### config.mk
export PLATFORM = sky130hd
export DESIGN_NAME = quadratic_map_phase_pixel
export DESIGN_NICKNAME = d
export VERILOG_FILES = /design/src/hw/rtl/qmpp_pkg.sv /design/src/hw/rtl/qmpp_engine.sv /design/src/hw/rtl/quadratic_map_phase_pixel.sv
export SDC_FILE = /design/constraint.sdc
export NUM_CORES = 2
export LEC_CHECK = 0
export BUFFER_PORTS_ARGS = -buffer_cell sky130_fd_sc_hd__buf_2
export CAP_MARGIN = 20
export CORE_UTILIZATION = 55
export DETAILED_ROUTE_END_ITERATION = 7
export GPL_TIMING_DRIVEN = 0
export PLACE_DENSITY = 0.71
export SYNTH_ARGS = -nofsm -noshare
export SYNTH_HDL_FRONTEND = slang
export SYNTH_HIERARCHICAL = 1
export SYNTH_SLANG_ARGS = --single-unit
### constraint.sdc
create_clock -name clk -period 21.7 [get_ports clk]
set_input_delay 3.255 -clock clk [delete_from_list [all_inputs] [get_ports clk]]
set_output_delay 3.255 -clock clk [all_outputs]
set_load 0.02 [all_outputs]
### src/hw/rtl/qmpp_pkg.sv
`timescale 1ns / 1ps
`default_nettype none

package qmpp_pkg;

    // Build-time sizes.
    localparam int COORD_BITS     = 10;
    localparam int MAX_ITERATIONS = 63;
    localparam int CORDIC_STEPS   = 16;

    localparam int FRAC_BITS      = 26;
    localparam int ATAN_TABLE_LEN = 30;
    localparam int ATAN_IDX_W     = $clog2(ATAN_TABLE_LEN);
    localparam int ITER_W         = $clog2(MAX_ITERATIONS + 1);
    localparam int STEP_W         = (CORDIC_STEPS > 1) ? $clog2(CORDIC_STEPS) : 1;

    // CORDIC datapath width: 32-bit z plus sign, negation and gain headroom.
    localparam int CORDIC_W       = 36;

    // Configuration register indexes.
    localparam int CFG_IDX_W = 3;
    localparam logic [CFG_IDX_W-1:0] CFG_X_MIN           = 3'd0;
    localparam logic [CFG_IDX_W-1:0] CFG_Y_MAX           = 3'd1;
    localparam logic [CFG_IDX_W-1:0] CFG_STEP_X          = 3'd2;
    localparam logic [CFG_IDX_W-1:0] CFG_STEP_Y          = 3'd3;
    localparam logic [CFG_IDX_W-1:0] CFG_ITERATION_COUNT = 3'd4;

    // Reset values of the configuration registers.
    localparam logic [31:0] X_MIN_RESET           = 32'hF400_0000;
    localparam logic [31:0] Y_MAX_RESET           = 32'h0800_0000;
    localparam logic [30:0] STEP_X_RESET          = 31'd268435;
    localparam logic [30:0] STEP_Y_RESET          = 31'd268435;
    localparam logic [5:0]  ITERATION_COUNT_RESET = 6'd10;

    // Angles are fractions of a turn, 2^32 being one full turn.
    localparam logic [31:0] TURN_ZERO    = 32'h0000_0000;
    localparam logic [31:0] TURN_QUARTER = 32'h4000_0000;
    localparam logic [31:0] TURN_HALF    = 32'h8000_0000;
    localparam logic [31:0] TURN_3QUART  = 32'hC000_0000;

    typedef struct packed {
        logic signed [31:0] x_min;
        logic signed [31:0] y_max;
        logic [30:0]        step_x;
        logic [30:0]        step_y;
        logic [5:0]         iteration_count;
    } cfg_t;

    typedef struct packed {
        logic [7:0] gray;
        logic       overflow;
    } result_t;

    // floor(atan(2^-i) / (2*pi) * 2^32)
    function automatic logic [31:0] atan_turn(input logic [ATAN_IDX_W-1:0] idx);
        logic [31:0] val;
        begin
            case (idx)
                5'd0:    val = 32'h2000_0000;
                5'd1:    val = 32'h12E4_051D;
                5'd2:    val = 32'h09FB_385B;
                5'd3:    val = 32'h0511_11D4;
                5'd4:    val = 32'h028B_0D43;
                5'd5:    val = 32'h0145_D7E1;
                5'd6:    val = 32'h00A2_F61E;
                5'd7:    val = 32'h0051_7C55;
                5'd8:    val = 32'h0028_BE53;
                5'd9:    val = 32'h0014_5F2E;
                5'd10:   val = 32'h000A_2F98;
                5'd11:   val = 32'h0005_17CC;
                5'd12:   val = 32'h0002_8BE6;
                5'd13:   val = 32'h0001_45F3;
                5'd14:   val = 32'h0000_A2F9;
                5'd15:   val = 32'h0000_517C;
                5'd16:   val = 32'h0000_28BE;
                5'd17:   val = 32'h0000_145F;
                5'd18:   val = 32'h0000_0A2F;
                5'd19:   val = 32'h0000_0517;
                5'd20:   val = 32'h0000_028B;
                5'd21:   val = 32'h0000_0145;
                5'd22:   val = 32'h0000_00A2;
                5'd23:   val = 32'h0000_0051;
                5'd24:   val = 32'h0000_0028;
                5'd25:   val = 32'h0000_0014;
                5'd26:   val = 32'h0000_000A;
                5'd27:   val = 32'h0000_0005;
                5'd28:   val = 32'h0000_0002;
                5'd29:   val = 32'h0000_0001;
                default: val = 32'h0000_0000;
            endcase
            return val;
        end
    endfunction

endpackage

`default_nettype wire

### src/hw/rtl/qmpp_engine.sv
`timescale 1ns / 1ps
`default_nettype none

module qmpp_engine (
    input  wire logic                                clk,
    input  wire logic                                rst_n,
    input  wire logic                                start,
    input  wire logic [9:0]                          px,
    input  wire logic [9:0]                          py,
    input  wire qmpp_pkg::cfg_t                      cfg,
    input  wire logic                                ack,
    output      logic                                idle,
    output      logic                                done,
    output      qmpp_pkg::result_t                   result
);

    localparam int CW = qmpp_pkg::CORDIC_W;

    typedef enum logic [11:0] {
        S_IDLE = 12'b0000_0000_0001,
        S_CX   = 12'b0000_0000_0010,
        S_CY   = 12'b0000_0000_0100,
        S_CC   = 12'b0000_0000_1000,
        S_RR   = 12'b0000_0001_0000,
        S_II   = 12'b0000_0010_0000,
        S_RI   = 12'b0000_0100_0000,
        S_UPD  = 12'b0000_1000_0000,
        S_ANG  = 12'b0001_0000_0000,
        S_ROT  = 12'b0010_0000_0000,
        S_GRAY = 12'b0100_0000_0000,
        S_FIN  = 12'b1000_0000_0000
    } state_t;

    function automatic logic fits32(input logic signed [63:0] v);
        return (v[63:31] == '0) || (v[63:31] == '1);
    endfunction

    state_t                                  state_reg, state_next;
    logic [qmpp_pkg::COORD_BITS-1:0]         px_reg, px_next;
    logic [qmpp_pkg::COORD_BITS-1:0]         py_reg, py_next;
    logic signed [31:0]                      cr_reg, cr_next;
    logic signed [31:0]                      ci_reg, ci_next;
    logic signed [31:0]                      zr_reg, zr_next;
    logic signed [31:0]                      zi_reg, zi_next;
    logic signed [63:0]                      prod_reg, prod_next;
    logic signed [63:0]                      acc_reg, acc_next;
    logic [qmpp_pkg::ITER_W-1:0]             count_reg, count_next;
    logic [qmpp_pkg::STEP_W-1:0]             step_reg, step_next;
    logic signed [CW-1:0]                    x_reg, x_next;
    logic signed [CW-1:0]                    y_reg, y_next;
    logic [31:0]                             angle_reg, angle_next;
    qmpp_pkg::result_t                       res_reg, res_next;

    logic signed [31:0]                      mult_a;
    logic signed [31:0]                      mult_b;
    logic signed [63:0]                      cr_wide;
    logic signed [63:0]                      ci_wide;
    logic signed [63:0]                      cr_ext;
    logic signed [63:0]                      ci_ext;
    logic signed [63:0]                      nr_wide;
    logic signed [63:0]                      ni_wide;
    logic [qmpp_pkg::ITER_W-1:0]             iter_limit;
    logic [qmpp_pkg::ITER_W-1:0]             count_inc;
    logic signed [CW-1:0]                    dx;
    logic signed [CW-1:0]                    dy;
    logic [31:0]                             atan_val;
    logic [39:0]                             gray_wide;

    // Shared multiplier operand select.
    always_comb
    begin
        case (state_reg)
            S_CX:
            begin
                mult_a = $signed(32'(px_reg));
                mult_b = $signed({1'b0, cfg.step_x});
            end
            S_CY:
            begin
                mult_a = $signed(32'(py_reg));
                mult_b = $signed({1'b0, cfg.step_y});
            end
            S_RR:
            begin
                mult_a = zr_reg;
                mult_b = zr_reg;
            end
            S_II:
            begin
                mult_a = zi_reg;
                mult_b = zi_reg;
            end
            default:
            begin
                mult_a = zr_reg;
                mult_b = zi_reg;
            end
        endcase
    end

    assign prod_next = 64'(mult_a) * 64'(mult_b);

    assign cr_ext  = {{32{cr_reg[31]}}, cr_reg};
    assign ci_ext  = {{32{ci_reg[31]}}, ci_reg};
    assign cr_wide = {{32{cfg.x_min[31]}}, cfg.x_min} + prod_reg;
    assign ci_wide = {{32{cfg.y_max[31]}}, cfg.y_max} - prod_reg;
    assign nr_wide = (acc_reg >>> qmpp_pkg::FRAC_BITS) + cr_ext;
    assign ni_wide = (prod_reg >>> (qmpp_pkg::FRAC_BITS - 1)) + ci_ext;

    assign iter_limit = (32'(cfg.iteration_count) > qmpp_pkg::MAX_ITERATIONS)
                      ? qmpp_pkg::ITER_W'(qmpp_pkg::MAX_ITERATIONS)
                      : qmpp_pkg::ITER_W'(cfg.iteration_count);
    assign count_inc  = count_reg + qmpp_pkg::ITER_W'(1);

    assign dx        = y_reg >>> step_reg;
    assign dy        = x_reg >>> step_reg;
    assign atan_val  = qmpp_pkg::atan_turn(qmpp_pkg::ATAN_IDX_W'(step_reg));
    assign gray_wide = {angle_reg, 8'b0} - {8'b0, angle_reg};

    always_comb
    begin
        state_next = state_reg;
        px_next    = px_reg;
        py_next    = py_reg;
        cr_next    = cr_reg;
        ci_next    = ci_reg;
        zr_next    = zr_reg;
        zi_next    = zi_reg;
        acc_next   = acc_reg;
        count_next = count_reg;
        step_next  = step_reg;
        x_next     = x_reg;
        y_next     = y_reg;
        angle_next = angle_reg;
        res_next   = res_reg;

        case (state_reg)
            S_IDLE:
            begin
                if (start)
                begin
                    px_next    = px[qmpp_pkg::COORD_BITS-1:0];
                    py_next    = py[qmpp_pkg::COORD_BITS-1:0];
                    state_next = S_CX;
                end
            end
            S_CX:
            begin
                state_next = S_CY;
            end
            S_CY:
            begin
                cr_next = cr_wide[31:0];
                if (!fits32(cr_wide))
                begin
                    res_next.gray     = 8'd0;
                    res_next.overflow = 1'b1;
                    state_next        = S_FIN;
                end
                else
                begin
                    state_next = S_CC;
                end
            end
            S_CC:
            begin
                ci_next    = ci_wide[31:0];
                zr_next    = cr_reg;
                zi_next    = ci_wide[31:0];
                count_next = '0;
                if (!fits32(ci_wide))
                begin
                    res_next.gray     = 8'd0;
                    res_next.overflow = 1'b1;
                    state_next        = S_FIN;
                end
                else if (iter_limit == '0)
                begin
                    state_next = S_ANG;
                end
                else
                begin
                    state_next = S_RR;
                end
            end
            S_RR:
            begin
                state_next = S_II;
            end
            S_II:
            begin
                acc_next   = prod_reg;
                state_next = S_RI;
            end
            S_RI:
            begin
                acc_next   = acc_reg - prod_reg;
                state_next = S_UPD;
            end
            S_UPD:
            begin
                zr_next    = nr_wide[31:0];
                zi_next    = ni_wide[31:0];
                count_next = count_inc;
                if (!fits32(nr_wide) || !fits32(ni_wide))
                begin
                    res_next.gray     = 8'd0;
                    res_next.overflow = 1'b1;
                    state_next        = S_FIN;
                end
                else if (count_inc == iter_limit)
                begin
                    state_next = S_ANG;
                end
                else
                begin
                    state_next = S_RR;
                end
            end
            S_ANG:
            begin
                step_next = '0;
                if (zi_reg == '0)
                begin
                    angle_next = zr_reg[31] ? qmpp_pkg::TURN_HALF : qmpp_pkg::TURN_ZERO;
                    state_next = S_GRAY;
                end
                else if (zr_reg == '0)
                begin
                    angle_next = zi_reg[31] ? qmpp_pkg::TURN_3QUART : qmpp_pkg::TURN_QUARTER;
                    state_next = S_GRAY;
                end
                else
                begin
                    if (zr_reg[31])
                    begin
                        x_next     = -CW'(zr_reg);
                        y_next     = -CW'(zi_reg);
                        angle_next = qmpp_pkg::TURN_HALF;
                    end
                    else
                    begin
                        x_next     = CW'(zr_reg);
                        y_next     = CW'(zi_reg);
                        angle_next = qmpp_pkg::TURN_ZERO;
                    end
                    state_next = S_ROT;
                end
            end
            S_ROT:
            begin
                if (!y_reg[CW-1])
                begin
                    x_next     = x_reg + dx;
                    y_next     = y_reg - dy;
                    angle_next = angle_reg + atan_val;
                end
                else
                begin
                    x_next     = x_reg - dx;
                    y_next     = y_reg + dy;
                    angle_next = angle_reg - atan_val;
                end
                step_next = step_reg + qmpp_pkg::STEP_W'(1);
                if (step_reg == qmpp_pkg::STEP_W'(qmpp_pkg::CORDIC_STEPS - 1))
                begin
                    state_next = S_GRAY;
                end
            end
            S_GRAY:
            begin
                res_next.gray     = gray_wide[39:32];
                res_next.overflow = 1'b0;
                state_next        = S_FIN;
            end
            S_FIN:
            begin
                if (ack)
                begin
                    state_next = S_IDLE;
                end
            end
            default:
            begin
                state_next = S_IDLE;
            end
        endcase
    end

    always_ff @(posedge clk or negedge rst_n)
    begin
        if (!rst_n)
        begin
            state_reg <= S_IDLE;
            count_reg <= '0;
            step_reg  <= '0;
        end
        else
        begin
            state_reg <= state_next;
            count_reg <= count_next;
            step_reg  <= step_next;
        end
    end

    always_ff @(posedge clk)
    begin
        px_reg    <= px_next;
        py_reg    <= py_next;
        cr_reg    <= cr_next;
        ci_reg    <= ci_next;
        zr_reg    <= zr_next;
        zi_reg    <= zi_next;
        prod_reg  <= prod_next;
        acc_reg   <= acc_next;
        x_reg     <= x_next;
        y_reg     <= y_next;
        angle_reg <= angle_next;
        res_reg   <= res_next;
    end

    assign idle   = (state_reg == S_IDLE);
    assign done   = (state_reg == S_FIN);
    assign result = res_reg;

endmodule

`default_nettype wire

### src/hw/rtl/quadratic_map_phase_pixel.sv
`timescale 1ns / 1ps
`default_nettype none

// The sequencer forms c, runs the saturated iteration count of squaring rounds on the
// 32x32 multiplier and then takes the argument of the final z with the 16 CORDIC steps
// on the shift-add unit, which it skips when z lies on an axis; an overflow ends a pixel
// early. A new pixel is taken only after the previous one has left the sequencer.
// Reset (rst_n low, asynchronous) returns the sequencer to idle, empties the output
// register and loads the configuration registers with their default view window.

module quadratic_map_phase_pixel (
    input  wire logic                              clk,
    input  wire logic                              rst_n,
    // Pixel input channel.
    input  wire logic                              in_valid,
    output      logic                              in_ready,
    input  wire logic [9:0]                        pixel_x,
    input  wire logic [9:0]                        pixel_y,
    // Result channel.
    output      logic                              out_valid,
    input  wire logic                              out_ready,
    output      logic [7:0]                        gray,
    output      logic                              overflow,
    // Configuration write channel.
    input  wire logic                              cfg_valid,
    output      logic                              cfg_ready,
    input  wire logic [qmpp_pkg::CFG_IDX_W-1:0]    cfg_index,
    input  wire logic [31:0]                       cfg_data
);

    qmpp_pkg::cfg_t     cfg_reg;
    qmpp_pkg::result_t  eng_result;
    logic               eng_idle;
    logic               eng_done;
    logic               out_take;
    logic               out_valid_reg;
    logic [7:0]         gray_reg;
    logic               overflow_reg;

    // Configuration registers. Writes are always taken; an index beyond the register list
    // is dropped. Software must only write with no pixel in flight; nothing enforces it.
    assign cfg_ready = 1'b1;

    always_ff @(posedge clk or negedge rst_n)
    begin
        if (!rst_n)
        begin
            cfg_reg.x_min           <= qmpp_pkg::X_MIN_RESET;
            cfg_reg.y_max           <= qmpp_pkg::Y_MAX_RESET;
            cfg_reg.step_x          <= qmpp_pkg::STEP_X_RESET;
            cfg_reg.step_y          <= qmpp_pkg::STEP_Y_RESET;
            cfg_reg.iteration_count <= qmpp_pkg::ITERATION_COUNT_RESET;
        end
        else if (cfg_valid && cfg_ready)
        begin
            case (cfg_index)
                qmpp_pkg::CFG_X_MIN:           cfg_reg.x_min           <= cfg_data;
                qmpp_pkg::CFG_Y_MAX:           cfg_reg.y_max           <= cfg_data;
                qmpp_pkg::CFG_STEP_X:          cfg_reg.step_x          <= cfg_data[30:0];
                qmpp_pkg::CFG_STEP_Y:          cfg_reg.step_y          <= cfg_data[30:0];
                qmpp_pkg::CFG_ITERATION_COUNT: cfg_reg.iteration_count <= cfg_data[5:0];
                default:
                begin
                end
            endcase
        end
    end

    // The engine holds one pixel at a time. It takes a new word as soon as it
    // is back in idle, even while the previous result still sits in the
    // output register waiting for the consumer.
    assign in_ready = eng_idle;

    qmpp_engine u_engine (
        .clk    (clk),
        .rst_n  (rst_n),
        .start  (in_valid && in_ready),
        .px     (pixel_x),
        .py     (pixel_y),
        .cfg    (cfg_reg),
        .ack    (out_take),
        .idle   (eng_idle),
        .done   (eng_done),
        .result (eng_result)
    );

    // Output register. A finished result moves in when the register is empty
    // or is being drained in the same cycle; otherwise the engine waits.
    assign out_take = !out_valid_reg || out_ready;

    always_ff @(posedge clk or negedge rst_n)
    begin
        if (!rst_n)
        begin
            out_valid_reg <= 1'b0;
        end
        else if (eng_done && out_take)
        begin
            out_valid_reg <= 1'b1;
        end
        else if (out_ready)
        begin
            out_valid_reg <= 1'b0;
        end
    end

    always_ff @(posedge clk)
    begin
        if (eng_done && out_take)
        begin
            gray_reg     <= eng_result.gray;
            overflow_reg <= eng_result.overflow;
        end
    end

    assign out_valid = out_valid_reg;
    assign gray      = gray_reg;
    assign overflow  = overflow_reg;

endmodule

`default_nettype wire

After elaboration in Yosys (flattened, before gate mapping)
Memory sizes are Yosys's and may differ from the RTL's.
Index checks and enable logic that the tools add are counted.
Operators by class
  add/sub/neg operators: 16
  $mul: 1
  eq/ne operators: 30
  shift-type cells: 2
  mux-type cells: 40
  reductions and logical operators: 33
Operators with widths (number)
  36-bit 2-to-1 mux: 8
  32-bit case mux with 2 select lines: 3
  32-bit case mux with 3 select lines: 2
  32-bit 2-to-1 mux: 5
  12-bit case mux with 12 select lines: 1
  36-bit case mux with 2 select lines: 2
  33-bit equality test, second input constant: 4
  33-bit zero test: 4
  64-bit case mux with 2 select lines: 1
  64-bit subtractor: 2
  12-bit 2-to-1 mux: 7
  36-bit adder: 2
  32-bit negator with 36-bit output: 2
  36-bit by 4-bit >>> shifter with 36-bit output: 2
  36-bit subtractor: 2
  64-bit adder: 1
  32-bit zero test: 2
  32-bit by 32-bit multiplier with 64-bit output: 1
  9-bit 2-to-1 mux: 5
  39-bit by 32-bit adder with 40-bit output: 1
  40-bit by 32-bit subtractor with 40-bit output: 1
  38-bit by 32-bit adder with 39-bit output: 1
  9-bit case mux with 4 select lines: 1
  32-bit adder: 1
  other kinds (36): 61
Word-level totals
  flip-flop bits (word level): 553
  ROM bits: 480
  input port bits: 60
  output and inout bits: 12
  logic and storage cells: 147
  memories: 1
Memories
  (no name shown): words 16, bits a word 30, read ports 1, clocked after Yosys merged registers in 0, write ports 0, line qmpp_pkg.sv:58  | case (idx)

Longest topological paths before layout
  depth in word-level cells: 7
  gate-level depth with buffers: 43
  gate-level depth less buffers: 39

Hierarchy
The synthesis kept the hierarchy.
By module, submodules not included
  qmpp_engine: times used 1, cells each 8888, area each 76829.9 um^2, seq. area each 11592.4 um^2
  quadratic_map_phase_pixel: times used 1, cells each 299, area each 5328.9 um^2, seq. area each 3626.0 um^2

Least setup slack after synthesis
Ideal clock, no wire load.
  kind: register to register
  start: register u_engine.state_reg[1]
  end: register u_engine.prod_reg[63]
  library setup time: 0.121 ns
  data arrival time: 10.260 ns
  data required time: 21.579 ns
  path slack: 11.319 ns
  stages on the path, launching flop included: 42
  path buffers: 4
  period minus slack after synthesis: 10.381 ns
  cell sequence: dfrtp_1 -> or4_1 -> nor2b_1 -> nand2_1 -> nor3b_1 -> clkbuf_1 -> clkbuf_1 -> a222oi_1 -> nand2_1 -> o21a_1 -> clkbuf_1 -> buf_1 -> nand2_1 -> fa_1 -> inv_1 -> fa_1 -> fa_1 -> inv_1 -> [... 6 more ...] -> fa_1 -> fa_1 -> ha_1 -> a21o_1 -> a21oi_1 -> o31ai_1 -> a211oi_1 -> o211ai_1 -> a41o_1 -> o21a_1 -> a311oi_1 -> a311oi_1 -> a31o_2 -> a21oi_1 -> nor2_1 -> a211oi_1 -> o21ai_0 -> xnor2_1
Between the ends
  word-level cells in the longest chain between the ends: 3
  elaborated cells on any way between the ends: 7
  those cells by class: mul: 1; eq/ne: 4; mux: 2
Ends and longest elaborated chain
  start: declaration: line qmpp_engine.sv:38  | state_t state_reg, state_next;
  start signal: assignment: line qmpp_engine.sv:300  | state_reg <= state_next;
  12-bit by 6-bit equality test with 1-bit output, or another cell as far along: line qmpp_engine.sv:72  | case (state_reg)
  32-bit case mux with 3 select lines: line qmpp_engine.sv:72
  32-bit by 32-bit multiplier with 64-bit output *: line qmpp_engine.sv:101  | assign prod_next = 64'(mult_a) * 64'(mult_b);
  net u_engine.prod_next[63]: line qmpp_engine.sv:45  | logic signed [63:0] prod_reg, prod_next;
  end signal: assignment: line qmpp_engine.sv:314  | prod_reg <= prod_next;
  end: declaration: line qmpp_engine.sv:45
Mark *: on every way through the listed nets, which the timed path passes. The rest lies on a longest branch.
A chain may end at the register's enable or synchronous reset.

Worst setup path in the final report
  start: register u_engine.state_reg[2]
  end: register u_engine.prod_reg[63]
Same word-level chain as after synthesis.

==> summary.md <==
| Metric | Value |
|---|---|
| Synth area leader | fa_1 |
| Max Cap Violations | 0 |
| Fmax | 66.7 MHz |
| Clk buf depth | 3 |
| RR Startpoint | u_engine/state_reg[2] |
| Max Fanout on Critical Path | 10 |
| CP Launch Type | register |
| Number of port buffers | 70 |
| Post-synth EDFFs | 334 |
| Initial core utilization | 0.555 |
| Synth warnings | 6 |
| Die Y | 388 µm |
| Setup repair bufs after CTS | 0 |
| Full die area | 151,000 µm² |
| Mean Syn Cell Area | 8.94 µm² |
| Post-Syn Area | 82,200 µm² |
| Clock root cell | clkbuf_16 |
| Final Setup Violations | 0 |
| Post-route minimum period | 14,990 ps |
| Register area share after synthesis | 0.185 |
| Ports | 72 |
| Final hold slack | 407 ps |
| Area contributors post-synth | fa_1, edfxtp_1, ha_1 |
| Vias in the first global route | 70,900 |
| R2R depth | 38 |
| Worst R2R End | u_engine/prod_reg[63] |
| Core ar. | 148,000 µm² |
| Drt via density | 6.33 |
| Post-cts sizing count | 0 |
| Post-DR wirelength/cell | 28.6 µm |
| DR pass1 iterations | 8 |
| Later-pin clock latency in the skew report | 710 ps |
| Yosys top cell area share | 0.266 |
| Layout cells sized above 1 | 0.0626 |
| Worst path most repeated cell | fa_1 |
| CTS H-tree lvls | 2 |
| CP startpoint | u_engine/state_reg[2] |
| Ys async rst share | 0.280 |
| R2r setup slk | 6710 ps |
| Standard-cell rows | 141 |
| Detailed-route DRC error count | 18 |
| Max incr delay on CP | 980 ps |
| TritonCTS clock tree | built |
| Top FF cell, synth | edfxtp_1 |
| Max_slew headroom | 0.0453 |
| Initial DRC count | 8,588 |
| Period utilization | 0.691 |
| Seq cells post-synth | 553 |
| Slowest-stage cell, CP | clkbuf_1 |
| Count of final hold-check violations | 0 |
| Slew at the pin closest to its max-slew limit | 1430 ps |
| Syn Nets | 10,900 |
| Nets | 11,100 |
| Status | complete, but fails checks |
| CTS Hold Bufs | 0 |
| All-Layer GR Usage | 0.431 |
| RSZ-0062 raised after global routing | false |
| Count of final max-slew check failures | 0 |
| Setup Skew | 56.7 ps |
| Total CTS buffers | 61 |
| Hold Crit Class | reg -> reg |
| Layout area overhead | 7.01% |
| Critical path type | reg -> reg |
| Number of routed nets with antenna violations | 0 |
| Worst-path clk slew | 70 ps |
| Req. time, crit path | 22,240 ps |
| DP HPWL | 270,000 µm |
| Largest net degree at the start of global routing | 104 |
| Unique cell type count in the Yosys netlist | 120 |
| Routed wire length | 325,000 µm |
| Gate Count Post-Synth | 9,187 |
| Crit path to | u_engine/prod_reg[63] |
| Routability cong. | 1.09 |
| Setup tns final | 0 ps |
| Largest register FFs | 132 |
| Grt ovf | 0 |
| First-pass GRT wire length | 473,000 µm |
| Worst Path Arrival | 15,530 ps |
| Violated checks | DRC |
| Die width | 388 µm |
| CP Capture Type | register |
| Clk sinks | 553 |
| Initial antenna violation count | 34 |
| Vias | 72,100 |
cell usage in the layout, fill, tap and decap left out, types with 59 or more instances in the layout:
master and n:
clkbuf_1 338, o21ai_0 423, nand2b_1 76, and3_1 65
nor2b_1 87, mux2_2 141, ha_1 586, clkbuf_16 64
xnor2_1 339, buf_2 101, nand4_1 59, dfxtp_1 64
dfrtp_1 132, nor2_1 913, inv_1 1207, nand3_1 142
o21a_1 74, nor3_1 87, nand2_1 1076, a21o_1 197
a21oi_1 548, edfxtp_1 334, fa_1 1089, xor2_1 209
layer usage:
layer | global-route usage | wire (µm) | vias up
li1 | - | - | 31000
met1 | 0.577 | 126000 | 35600
met2 | 0.609 | 132000 | 4468
met3 | 0.133 | 42600 | 964
met4 | 0.263 | 24300 | 22
met5 | 0.00415 | 175 | -
worst min path at each step:
stage               end                from  cells past startpoint  slack [ps]
3_3_place_gp   overflow  u_engine/result[0]                      0         400
4_1_cts         gray[6]  u_engine/result[7]                      0         410
6_report        gray[6]  u_engine/result[7]                      0         410
3_5_place_dp    gray[6]  u_engine/result[7]                      0         410
2_1_floorplan   gray[0]  u_engine/result[1]                      0         400
5_1_grt         gray[6]  u_engine/result[7]                      0         410
stage by stage:
stage / setup slack [ps] / utilization / instances / area (µm²)
2_1_floorplan: 11320 / - / 9187 / 82200
3_3_place_gp: 5820 / 0.574 / 11200 / 84900
3_5_place_dp: 6970 / 0.578 / 11200 / 85600
4_1_cts: 6830 / 0.592 / 11400 / 87700
5_1_grt: 6490 / 0.594 / 11400 / 87900
6_report: 6710 / 0.594 / 11400 / 87900
worst max-delay path, delay by kind of cell (launching register included):
kind | cells | cell delay [ps]
compound gates | 14 | 4900
xor+xnor | 1 | 380
fa+ha+maj | 9 | 4450
buf+inv | 8 | 2900
flops | 1 | 410
simple gates | 6 | 1770
final cells by class:
| cell class | count | area (µm²) |
|---|---|---|
| Timing Repair Buffer | 134 | 1120 |
| Clock inverter | 36 | 364 |
| Multi-Input combinational cell | 7016 | 60800 |
| Antenna cell | 23 | 57.6 |
| Clock buffer | 80 | 1730 |
| Buffer | 408 | 1720 |
| Inverter | 1210 | 4540 |
| Sequential cell | 553 | 15200 |
| Fill cell | 13300 | 60100 |
| Tap cell | 1930 | 2410 |
synth_stat cells (59+ instances only):
master / instances
mux2_2: 141
nor2b_1: 87
and3_1: 65
o21ai_0: 428
nor3_1: 87
a21oi_1: 549
inv_1: 1209
edfxtp_1: 334
nand2b_1: 77
nor2_1: 914
clkbuf_1: 329
nand2_1: 1076
a21o_1: 197
xnor2_1: 339
xor2_1: 209
dfxtp_1: 64
o21a_1: 74
nand3_1: 142
fa_1: 1090
nand4_1: 59
ha_1: 586
dfrtp_1: 132
cell families after synthesis:
| kind of cell | count (synthesis) | synth area share |
|---|---|---|
| simple gates | 2760 | 0.149 |
| fa+ha+maj | 1676 | 0.355 |
| mux | 252 | 0.0397 |
| compound gates | 1779 | 0.137 |
| flops | 553 | 0.185 |
| buf+inv | 1618 | 0.0762 |
| xor+xnor | 548 | 0.0584 |
| other cells | 1 | 0.0000456 |
Power is not shown: default switching activity piles up to over one toggle a cycle in this logic, so the estimate is an artifact.
